File: src/rtl/edpq_pkg.sv
package edpq_pkg;

    localparam int BYTE_W    = 24;
    localparam int SIZE_W    = 16;
    localparam int SAMPLE_W  = 16;
    localparam int OCC_PKT_W = 7;
    localparam int DPKT_W    = 32;
    localparam int DBYTE_W   = 48;
    localparam int CFG_IDX_W = 8;

    localparam logic [BYTE_W-1:0] MAX_BYTES_RST = 24'd65536;
    localparam logic [BYTE_W-1:0] DROP_THR_RST  = 24'd32768;

    localparam logic [CFG_IDX_W-1:0] CFG_MAX_BYTES      = 8'd0;
    localparam logic [CFG_IDX_W-1:0] CFG_DROP_THRESHOLD = 8'd1;

    localparam logic REQ_ARRIVAL = 1'b0;
    localparam logic REQ_DEPART  = 1'b1;

    typedef enum logic [1:0] {
        CAUSE_NONE       = 2'd0,
        CAUSE_BYTE_LIMIT = 2'd1,
        CAUSE_EARLY      = 2'd2,
        CAUSE_SLOTS_FULL = 2'd3
    } drop_cause_t;

    typedef enum logic [1:0] {
        ST_IDLE,
        ST_CALC,
        ST_MUL,
        ST_DEC
    } edpq_state_t;

    typedef struct packed {
        logic                req_type;
        logic [SIZE_W-1:0]   pkt_size;
        logic [SAMPLE_W-1:0] rand_sample;
    } edpq_in_t;

    typedef struct packed {
        logic                 admitted;
        logic [1:0]           drop_cause;
        logic                 departed_valid;
        logic [SIZE_W-1:0]    departed_size;
        logic                 empty_error;
        logic [BYTE_W-1:0]    occupancy_bytes;
        logic [OCC_PKT_W-1:0] occupancy_pkts;
        logic [DPKT_W-1:0]    total_dropped_pkts;
        logic [DBYTE_W-1:0]   total_dropped_bytes;
    } edpq_out_t;

    typedef struct packed {
        logic              valid;
        logic [SIZE_W-1:0] size;
    } drop_evt_t;

    typedef struct packed {
        logic [DPKT_W-1:0]  pkts;
        logic [DBYTE_W-1:0] bytes;
    } drop_totals_t;

endpackage

File: src/rtl/edpq_drop_stats.sv
module edpq_drop_stats
    import edpq_pkg::*;
(
    input  logic         aclk,
    input  logic         aresetn,
    input  drop_evt_t    drop_evt,
    output drop_totals_t totals_next
);

    logic [DPKT_W-1:0]  pkts_reg;
    logic [DBYTE_W-1:0] bytes_reg;
    logic [DBYTE_W:0]   byte_sum;

    always_comb begin
        byte_sum = {1'b0, bytes_reg} + (DBYTE_W+1)'(drop_evt.size);
        totals_next.pkts  = pkts_reg;
        totals_next.bytes = bytes_reg;
        if (drop_evt.valid) begin
            // both totals stick at all-ones
            totals_next.pkts  = (&pkts_reg) ? pkts_reg : pkts_reg + 1'b1;
            totals_next.bytes = byte_sum[DBYTE_W] ? '1 : byte_sum[DBYTE_W-1:0];
        end
    end

    always_ff @(posedge aclk) begin
        if (!aresetn) begin
            pkts_reg  <= '0;
            bytes_reg <= '0;
        end else begin
            pkts_reg  <= totals_next.pkts;
            bytes_reg <= totals_next.bytes;
        end
    end

endmodule

File: src/rtl/early_drop_packet_queue.sv
// Byte-occupancy packet queue with linear random early drop.
// Input channel (s_valid/s_ready/s_data): one item is a packet arrival or a
// departure from the head. Result channel (m_valid/m_ready/m_data): exactly
// one result per item, in order, with the admit/drop decision, the popped
// size and the occupancy and drop totals after the item.
// Config channel (cfg_valid/cfg_ready/cfg_index/cfg_data) is always ready;
// index 0 is max_bytes, index 1 is drop_threshold, other indexes are ignored.
// Write it only while no item is in flight.
// An item passes through slot memory read, add/compare, 16x24 multiply,
// decision and write-back, in that order, and its result is registered. No new
// item is accepted until the current one has left the decision state.
// A new item is accepted while a finished result still waits at the output
// register; if the receiver stalls, the next item waits in its decision
// cycle until the output register frees.
// Reset empties the queue, zeroes the drop totals and loads the config
// defaults (65536 and 32768). The slot memory needs no clearing pass.
module early_drop_packet_queue
    import edpq_pkg::*;
#(
    parameter int SLOT_DEPTH = 64,
    parameter int RAND_BITS  = 16
) (
    input  logic                 aclk,
    input  logic                 aresetn,
    input  logic                 s_valid,
    output logic                 s_ready,
    input  edpq_in_t             s_data,
    output logic                 m_valid,
    input  logic                 m_ready,
    output edpq_out_t            m_data,
    input  logic                 cfg_valid,
    output logic                 cfg_ready,
    input  logic [CFG_IDX_W-1:0] cfg_index,
    input  logic [BYTE_W-1:0]    cfg_data
);

    localparam int PTR_W = $clog2(SLOT_DEPTH);
    localparam int CNT_W = $clog2(SLOT_DEPTH + 1);
    localparam int SMP_W = (RAND_BITS < SAMPLE_W) ? RAND_BITS : SAMPLE_W;
    localparam logic [SAMPLE_W-1:0] SAMPLE_MASK = SAMPLE_W'((33'd1 << SMP_W) - 33'd1);
    localparam int CMP_W = BYTE_W + ((RAND_BITS > SAMPLE_W) ? RAND_BITS : SAMPLE_W);
    localparam int PROD_W = BYTE_W + SAMPLE_W;

    edpq_state_t state_reg, state_next;

    edpq_in_t          item_reg;
    logic [BYTE_W-1:0] max_bytes_reg;
    logic [BYTE_W-1:0] drop_thr_reg;
    logic [PTR_W-1:0]  head_ptr_reg, head_ptr_next;
    logic [PTR_W-1:0]  tail_ptr_reg, tail_ptr_next;
    logic [CNT_W-1:0]  pkt_count_reg, pkt_count_next;
    logic [BYTE_W-1:0] byte_count_reg, byte_count_next;

    logic [SIZE_W-1:0] slot_mem [SLOT_DEPTH];
    logic [SIZE_W-1:0] rd_data_reg;
    logic              mem_we;

    logic              over_max_reg;
    logic              over_thr_reg;
    logic [BYTE_W-1:0] span_reg;
    logic [BYTE_W-1:0] excess_reg;
    logic [PROD_W-1:0] lhs_reg;
    logic [BYTE_W:0]   total;

    logic         m_valid_reg;
    edpq_out_t    m_data_reg, m_data_next;
    logic         out_free;
    logic         fire;
    logic         early;
    logic         slots_full;
    drop_cause_t  cause;
    drop_evt_t    drop_evt;
    drop_totals_t totals_next;

    assign s_ready   = (state_reg == ST_IDLE);
    assign cfg_ready = 1'b1;
    assign m_valid   = m_valid_reg;
    assign m_data    = m_data_reg;
    assign out_free  = !m_valid_reg || m_ready;
    assign fire      = (state_reg == ST_DEC) && out_free;

    assign total = {1'b0, byte_count_reg} + (BYTE_W+1)'(item_reg.pkt_size);

    always_ff @(posedge aclk) begin
        if (!aresetn) begin
            max_bytes_reg <= MAX_BYTES_RST;
            drop_thr_reg  <= DROP_THR_RST;
        end else if (cfg_valid) begin
            unique case (cfg_index)
                CFG_MAX_BYTES:      max_bytes_reg <= cfg_data;
                CFG_DROP_THRESHOLD: drop_thr_reg  <= cfg_data;
                default: ;
            endcase
        end
    end

    // slot FIFO storage: write at tail on admit, head read on accept
    always_ff @(posedge aclk) begin
        if (mem_we) begin
            slot_mem[tail_ptr_reg] <= item_reg.pkt_size;
        end
        if (s_valid && s_ready) begin
            rd_data_reg <= slot_mem[head_ptr_reg];
        end
    end

    always_ff @(posedge aclk) begin
        if (s_valid && s_ready) begin
            item_reg <= s_data;
        end
        if (state_reg == ST_CALC) begin
            over_max_reg <= total > {1'b0, max_bytes_reg};
            over_thr_reg <= total > {1'b0, drop_thr_reg};
            span_reg     <= max_bytes_reg - drop_thr_reg;
            excess_reg   <= BYTE_W'(total - {1'b0, drop_thr_reg});
        end
        if (state_reg == ST_MUL) begin
            lhs_reg <= PROD_W'(item_reg.rand_sample & SAMPLE_MASK) * PROD_W'(span_reg);
        end
    end

    assign early = over_thr_reg &&
                   (CMP_W'(lhs_reg) < CMP_W'({excess_reg, {RAND_BITS{1'b0}}}));
    assign slots_full = (pkt_count_reg >= CNT_W'(SLOT_DEPTH));

    always_comb begin
        if (over_max_reg) begin
            cause = CAUSE_BYTE_LIMIT;
        end else if (early) begin
            cause = CAUSE_EARLY;
        end else if (slots_full) begin
            cause = CAUSE_SLOTS_FULL;
        end else begin
            cause = CAUSE_NONE;
        end
    end

    always_comb begin
        state_next      = state_reg;
        head_ptr_next   = head_ptr_reg;
        tail_ptr_next   = tail_ptr_reg;
        pkt_count_next  = pkt_count_reg;
        byte_count_next = byte_count_reg;
        mem_we          = 1'b0;
        drop_evt.valid  = 1'b0;
        drop_evt.size   = item_reg.pkt_size;
        m_data_next     = '0;

        unique case (state_reg)
            ST_IDLE: begin
                if (s_valid) begin
                    state_next = ST_CALC;
                end
            end
            ST_CALC: state_next = ST_MUL;
            ST_MUL:  state_next = ST_DEC;
            ST_DEC: begin
                if (out_free) begin
                    state_next = ST_IDLE;
                    if (item_reg.req_type == REQ_ARRIVAL) begin
                        if (cause != CAUSE_NONE) begin
                            drop_evt.valid = 1'b1;
                        end else begin
                            mem_we          = 1'b1;
                            tail_ptr_next   = (tail_ptr_reg == PTR_W'(SLOT_DEPTH - 1)) ?
                                              '0 : tail_ptr_reg + 1'b1;
                            pkt_count_next  = pkt_count_reg + 1'b1;
                            byte_count_next = total[BYTE_W-1:0];
                            m_data_next.admitted = 1'b1;
                        end
                        m_data_next.drop_cause = cause;
                    end else if (pkt_count_reg == '0) begin
                        m_data_next.empty_error = 1'b1;
                    end else begin
                        head_ptr_next   = (head_ptr_reg == PTR_W'(SLOT_DEPTH - 1)) ?
                                          '0 : head_ptr_reg + 1'b1;
                        pkt_count_next  = pkt_count_reg - 1'b1;
                        byte_count_next = (byte_count_reg >= BYTE_W'(rd_data_reg)) ?
                                          byte_count_reg - BYTE_W'(rd_data_reg) : '0;
                        m_data_next.departed_valid = 1'b1;
                        m_data_next.departed_size  = rd_data_reg;
                    end
                end
            end
            default: state_next = ST_IDLE;
        endcase

        m_data_next.occupancy_bytes     = byte_count_next;
        m_data_next.occupancy_pkts      = OCC_PKT_W'(pkt_count_next);
        m_data_next.total_dropped_pkts  = totals_next.pkts;
        m_data_next.total_dropped_bytes = totals_next.bytes;
    end

    edpq_drop_stats u_drop_stats (
        .aclk        (aclk),
        .aresetn     (aresetn),
        .drop_evt    (drop_evt),
        .totals_next (totals_next)
    );

    always_ff @(posedge aclk) begin
        if (!aresetn) begin
            state_reg      <= ST_IDLE;
            head_ptr_reg   <= '0;
            tail_ptr_reg   <= '0;
            pkt_count_reg  <= '0;
            byte_count_reg <= '0;
            m_valid_reg    <= 1'b0;
        end else begin
            state_reg      <= state_next;
            head_ptr_reg   <= head_ptr_next;
            tail_ptr_reg   <= tail_ptr_next;
            pkt_count_reg  <= pkt_count_next;
            byte_count_reg <= byte_count_next;
            if (fire) begin
                m_valid_reg <= 1'b1;
            end else if (m_ready) begin
                m_valid_reg <= 1'b0;
            end
        end
    end

    always_ff @(posedge aclk) begin
        if (fire) begin
            m_data_reg <= m_data_next;
        end
    end

endmodule

File: config.mk
export PLATFORM = sky130hd
export DESIGN_NAME = early_drop_packet_queue
export DESIGN_NICKNAME = d
export VERILOG_FILES = /design/src/rtl/edpq_pkg.sv /design/src/rtl/edpq_drop_stats.sv /design/src/rtl/early_drop_packet_queue.sv
export SDC_FILE = /design/constraint.sdc
export NUM_CORES = 2
export LEC_CHECK = 0
export BUFFER_PORTS_ARGS = -buffer_cell sky130_fd_sc_hd__clkbuf_2
export CAP_MARGIN = 30
export CORE_ASPECT_RATIO = 0.8
export CORE_MARGIN = 1.5
export CORE_UTILIZATION = 30
export DETAILED_ROUTE_END_ITERATION = 16
export HOLD_SLACK_MARGIN = 0.15
export PLACE_DENSITY = 0.42
export RECOVER_POWER = 25
export REMOVE_ABC_BUFFERS = 1
export SYNTH_ARGS = -nofsm -noshare
export SYNTH_HDL_FRONTEND = slang
export SYNTH_SLANG_ARGS = --single-unit
File: constraint.sdc
create_clock -name aclk -period 7.1 [get_ports aclk]
set_input_delay 0.71 -clock aclk [delete_from_list [all_inputs] [get_ports aclk]]
set_output_delay 0.71 -clock aclk [all_outputs]
set_load 0.05 [all_outputs]
After elaboration in Yosys (flattened, before gate mapping)
Memories as Yosys holds them, arrays and structs flattened. A register that Yosys moved wholly into a read port is not among the register bits.
Cells that the tools add are included.
Widths: inputs -> output; s select.
{"block": "totals", "in_bits": 70, "mem_bits_rw": 1024, "mem_count": 1, "out_inout_bits": 135, "wordCells": 112, "register_bits": 429, "rom_bits": 0, "latch_bits": 0}
{"name": "slot_mem", "words": 64, "word_bits": 16, "rd": 1, "rd_ports_with_merged_regs": 1, "wr": 1, "line": "early_drop_packet_queue.sv:54", "rtl": "logic [SIZE_W-1:0] slot_mem [SLOT_DEPTH];"}
{"block": "classes", "n_reduce_logical": 19, "div_mod_pow": 0, "addsub": 10, "n_mul": 1, "order_cmp": 5, "shift": 0, "muxes": 36, "bitwise_logic": 5, "eq_ne": 8}
{"op": "$mux 24", "n": 6}
{"op": "$mux 80", "n": 1}
{"op": "$gt 25x24->1", "n": 2}
{"op": "$add 48x16->49", "n": 1}
{"op": "$mux 48", "n": 1}
{"op": "$sub 24x24->24", "n": 2}
{"op": "$lt 40x40->1", "n": 1}
{"op": "$mul 16x24->40", "n": 1}
{"op": "$mux 7", "n": 5}
{"op": "$add 32x1->32 const B", "n": 1}
{"op": "$mux 32", "n": 1}
{"op": "$reduce_and 32->1", "n": 1}
{"op": "$add 24x16->25", "n": 1}
{"op": "$ge 24x16->1", "n": 1}
{"op": "$sub 24x16->24", "n": 1}
{"op": "$mux 17", "n": 1}
{"op": "$mux 1", "n": 13}
{"op": "$add 6x1->6 const B", "n": 2}
{"op": "$eq 6x6->1 const B", "n": 2}
{"op": "$mux 6", "n": 2}
{"op": "$mux 2", "n": 5}
{"op": "$eq 8x1->1 const B", "n": 1}
{"op": "$logic_not 8->1", "n": 1}
{"op": "$pmux 2 s4", "n": 1}
{"op": "18 further kinds", "n": 30}

Longest topological paths before layout
{"block": "depth", "ltp_word": 11, "ltp_mapped": 24, "ltp_nobuf": 23}

Cells and area by module
Synthesis repeated with hierarchy kept, for this count alone.
{"block": "hier_totals", "hier_cells": 5016, "hier_area_um2": 73329.1}
{"module": "early_drop_packet_queue", "instances": 1, "cells_each": 4364, "area_per_inst_um2": 68101.6, "seq_area_each_um2": 40288.6}
{"module": "edpq_drop_stats", "instances": 1, "cells_each": 652, "area_per_inst_um2": 5227.5, "seq_area_each_um2": 1601.5}

Worst setup path after synthesis
Ideal clock, no wire load.
{"block": "synth_path", "kind": "input-to-reg", "from": "input port m_ready", "to": "register m_data_reg (netlist bit m_data[104]) (data pin)", "setup_slack_ps": 590, "required_time_ps": 6830, "t_arrival_ps": 6239, "setup_ps": 270, "path_buffers": 2, "path_stages": 8, "path_cell_list": "nor2b_1 -> nand2b_1 -> clkbuf_1 -> clkinv_1 -> clkbuf_1 -> o21ai_0 -> a221oi_1 -> a21oi_1"}
{"block": "synth_between", "elab_chain_len": 3}
{"item": "from (decl)", "line": "early_drop_packet_queue.sv:29", "rtl": "input logic m_ready,"}
{"item": "$logic_or 1x1->1", "line": "early_drop_packet_queue.sv:79", "rtl": "assign out_free = !m_valid_reg || m_ready;"}
{"item": "$mux 24", "line": "early_drop_packet_queue.sv:158", "rtl": "if (out_free) begin"}
{"item": "$mux 24", "line": "early_drop_packet_queue.sv:149", "rtl": "unique case (state_reg)"}
{"item": "via byte_count_next[17]", "line": "early_drop_packet_queue.sv:52", "rtl": "logic [BYTE_W-1:0] byte_count_reg, byte_count_next;"}
{"item": "to (signal assigned)", "line": "early_drop_packet_queue.sv:225", "rtl": "m_data_reg <= m_data_next;"}
{"item": "to (decl)", "line": "early_drop_packet_queue.sv:66", "rtl": "edpq_out_t m_data_reg, m_data_next;"}
The timed path passes the listed nets, and every way through them passes these cells.
A chain may end at the register's enable or synchronous reset.

Worst setup path after layout
{"block": "layout_path", "from": "register item_reg[11] (netlist name)", "to": "register lhs_reg[32] (data pin)"}
{"block": "layout_between", "elab_chain_len": 1}
{"item": "from (decl)", "line": "early_drop_packet_queue.sv:46", "rtl": "edpq_in_t item_reg;"}
{"item": "from (signal assigned)", "line": "early_drop_packet_queue.sv:109", "rtl": "item_reg <= s_data;"}
{"item": "$mul 16x24->40", "line": "early_drop_packet_queue.sv:118", "rtl": "lhs_reg <= PROD_W'(item_reg.rand_sample & SAMPLE_MASK) * PROD_W'(span_reg);"}
{"item": "to (signal assigned)", "line": "early_drop_packet_queue.sv:118"}
{"item": "to (decl)", "line": "early_drop_packet_queue.sv:62", "rtl": "logic [PROD_W-1:0] lhs_reg;"}
No other way between the ends.

==> metrics <==
first-pass GRT wire length 317000 µm; combined global-route utilization of all metal layers 0.178; number of distinct standard cells referenced by the synthesized netlist 91; synthesized netlist cell count 5007; HPWL reported at the end of detailed placement 148000 µm; post-route worst hold slack 0.225 ns; final weighted congestion of routability-driven global placement 0.821; number of global-route vias before repair 43.6k; Fin. Hold Viols 0; max reg flops 1024; mean instance size in the synthesized netlist 14.6 µm²; critical path capture point type flip-flop; worst-path fanout max 14; worst hold path class primary input to flip-flop; Final Non-Filler Cells 8682; antenna violations before repair 45; post-detailed-routing wire length 220000 µm; clock transition at the registers of the reported paths 0.06 ns; die extent in x 554 µm; maximum capacitance violations 13; master cell of the clock root buffer clkbuf_16; least setup slack across all paths after layout 0.286 ns; final total negative setup slack 0 ns; required time worst endpoint 7.56 ns; Post-Syn Area 72900 µm²; final antenna-violating net count 0; via count normalized by instance count 4.91; most common library cells after synthesis edfxtp_1, inv_1, nand2_1; area fraction of the dominant cell type after synthesis 0.527; nets 6017; Layout fillers 23.2k; buffers added on ports 203; share of post-route cells with drive strength above 1 0.186; overall overflow remaining after global route 0; dominant register cell in the synthesized netlist edfxtp_1; post-layout min period 6.81 ns; H-tree level count 4; slew margin rel. -1.37; Final Slew Violations 672; core area 241000 µm²; Tightest Pin Transition 3.56 ns; launching element type of the critical path flip-flop; Starting Density 0.302; pin count of the biggest net entering global routing 77; Max Root-Sink Buffers 4; violated checks max-capacitance violations, max-slew violations; post-synth top area cell edfxtp_1; class of the most critical setup path flip-flop to flip-flop; upper clock frequency limit 147 MHz; fraction of the yosys area taken by sequential cells 0.574; clock tree from TritonCTS yes; count of placed standard cells including taps 8350; number of cell rows 161; clock latency of the later-clocked register in the worst-skew pair 0.85 ns; post-detailed-route DRC marker count 0; final setup skew 0.121 ns; Num Clock Sinks 1453; Area Overhead vs Synth 15.5%; Worst EP arrival 7.28 ns; initial DRC count 2890; most numerous cell in the Yosys netlist edfxtp_1; synthesized flop and latch total 1453; TritonCTS buffer count 165; synth warn 0; die height 444 µm; placement-stage worst setup slack -0.00501 ns; endpoints failing setup 0; Wirelength per Cell 25.4 µm; final worst path period share 0.960; fraction of registers with async set/reset 0; via count 42.6k; die area 246000 µm²; total iterations of the first detailed-routing run 5; outcome finished, violations left; main area contributors after synthesis edfxtp_1, mux4_2, fa_1, dfxtp_1, ha_1; number of I/O pins 205; number of flops mapped to enable cells by yosys 1279
[cell families after synthesis]
| logic type | synth area share |
|---|---|
| compound gates | 0.0470 |
| xor+xnor | 0.0174 |
| fa+ha+maj | 0.130 |
| buf+inv | 0.0377 |
| flops | 0.574 |
| mux | 0.112 |
| other cells | 0.0000514 |
| simple gates | 0.0811 |
[cell usage in the layout, fill, tap and decap left out, types with 12 or more instances in the layout]
master	count
dlygate4sd3_1	32
clkbuf_16	169
a211oi_1	22
xor2_1	49
fa_1	310
nand4_1	39
nor4_1	21
o21ai_0	73
ha_1	260
nand2_1	385
mux2i_1	58
nor3_1	56
o21bai_1	12
nor2_1	220
a31oi_1	41
a21oi_1	141
inv_1	494
edfxtp_1	1279
a311oi_1	17
xnor2_1	96
buf_4	153
nor2_2	43
o21a_1	25
dfxtp_1	170
a21o_1	49
nand3b_1	12
o211ai_1	16
o31ai_1	12
nand3_1	64
clkinv_1	23
and2_1	209
clkinv_2	27
mux4_2	336
clkbuf_2	185
or3_1	25
buf_12	15
and3_1	33
nand2b_1	24
nor2b_1	15
clkbuf_1	76
[layer usage]
layer  GRT usage  wire length (µm)
met5           0                66
met3      0.0268             10100
met1       0.245             99200
met2       0.293            105000
met4      0.0454              5430
[critical path: stages (launching register included)]
cell and delay, ns:
edfxtp_1 0.68, buf_4 0.26, nand2_1 0.08, fa_1 0.51, inv_1 0.06, fa_1 0.57
fa_1 0.46, fa_1 0.47, fa_1 0.49, inv_1 0.05, fa_1 0.48, inv_1 0.04
ha_1 0.28, buf_4 0.11, o21ai_0 0.07, a21oi_1 0.16, o2bb2ai_1 0.17, buf_4 0.18
o41a_1 0.40, buf_12 0.15, or3_1 0.35, a21oi_1 0.20, mux2i_1 0.22, a221oi_1 0.07
[path summary, 6_finish.rpt]
| path | startpoint | end | slack [ns] | depth (start not counted) |
|---|---|---|---|---|
| worst max-delay path | item_reg[11]$_DFFE_PP_ | lhs_reg[32]$_DFFE_PP_ | 0.29 | 23 |
| worst min-delay path | cfg_data[16] | drop_thr_reg[16]$_SDFFE_PN0P_ | 0.22 | 3 |
| worst max register to register | item_reg[11]$_DFFE_PP_ | lhs_reg[32]$_DFFE_PP_ | 0.29 | 23 |
| worst min register to register | u_drop_stats.pkts_reg[28]$_SDFF_PN0_ | u_drop_stats.pkts_reg[28]$_SDFF_PN0_ | 0.49 | 2 |
[layout make-up]
| type | count | area, µm² | area share |
|---|---|---|---|
| Multi-Input combinational cell | 2833 | 28500 | 0.338 |
| Tap cell | 3178 | 3980 | 0.0472 |
| Antenna cell | 3 | 7.51 | 0.0000891 |
| Clock buffer | 219 | 4510 | 0.0535 |
| Inverter | 497 | 1870 | 0.0222 |
| Clock inverter | 73 | 622 | 0.00738 |
| Timing Repair Buffer | 426 | 2880 | 0.0342 |
| Sequential cell | 1453 | 41900 | 0.497 |
[through the flow]
step | utilization | cell area [µm²]
final | 0.349 | 84200
after CTS | 0.349 | 84200
after detailed placement | 0.327 | 78800
after floorplan | - | 72000
after global placement | 0.326 | 78700
after global routing | 0.349 | 84200
[timing repair]
item                       4_1_cts  5_1_grt
hold endpoints to repair        33        0
pin swaps                        0        2
setup endpoints to repair        3        8
gates cloned                     0        0
resized for setup                2        6
hold buffers                    32        0
setup buffers                    0        3
Power is not shown: default switching activity piles up to over one toggle a cycle in this logic, so the estimate is an artifact.
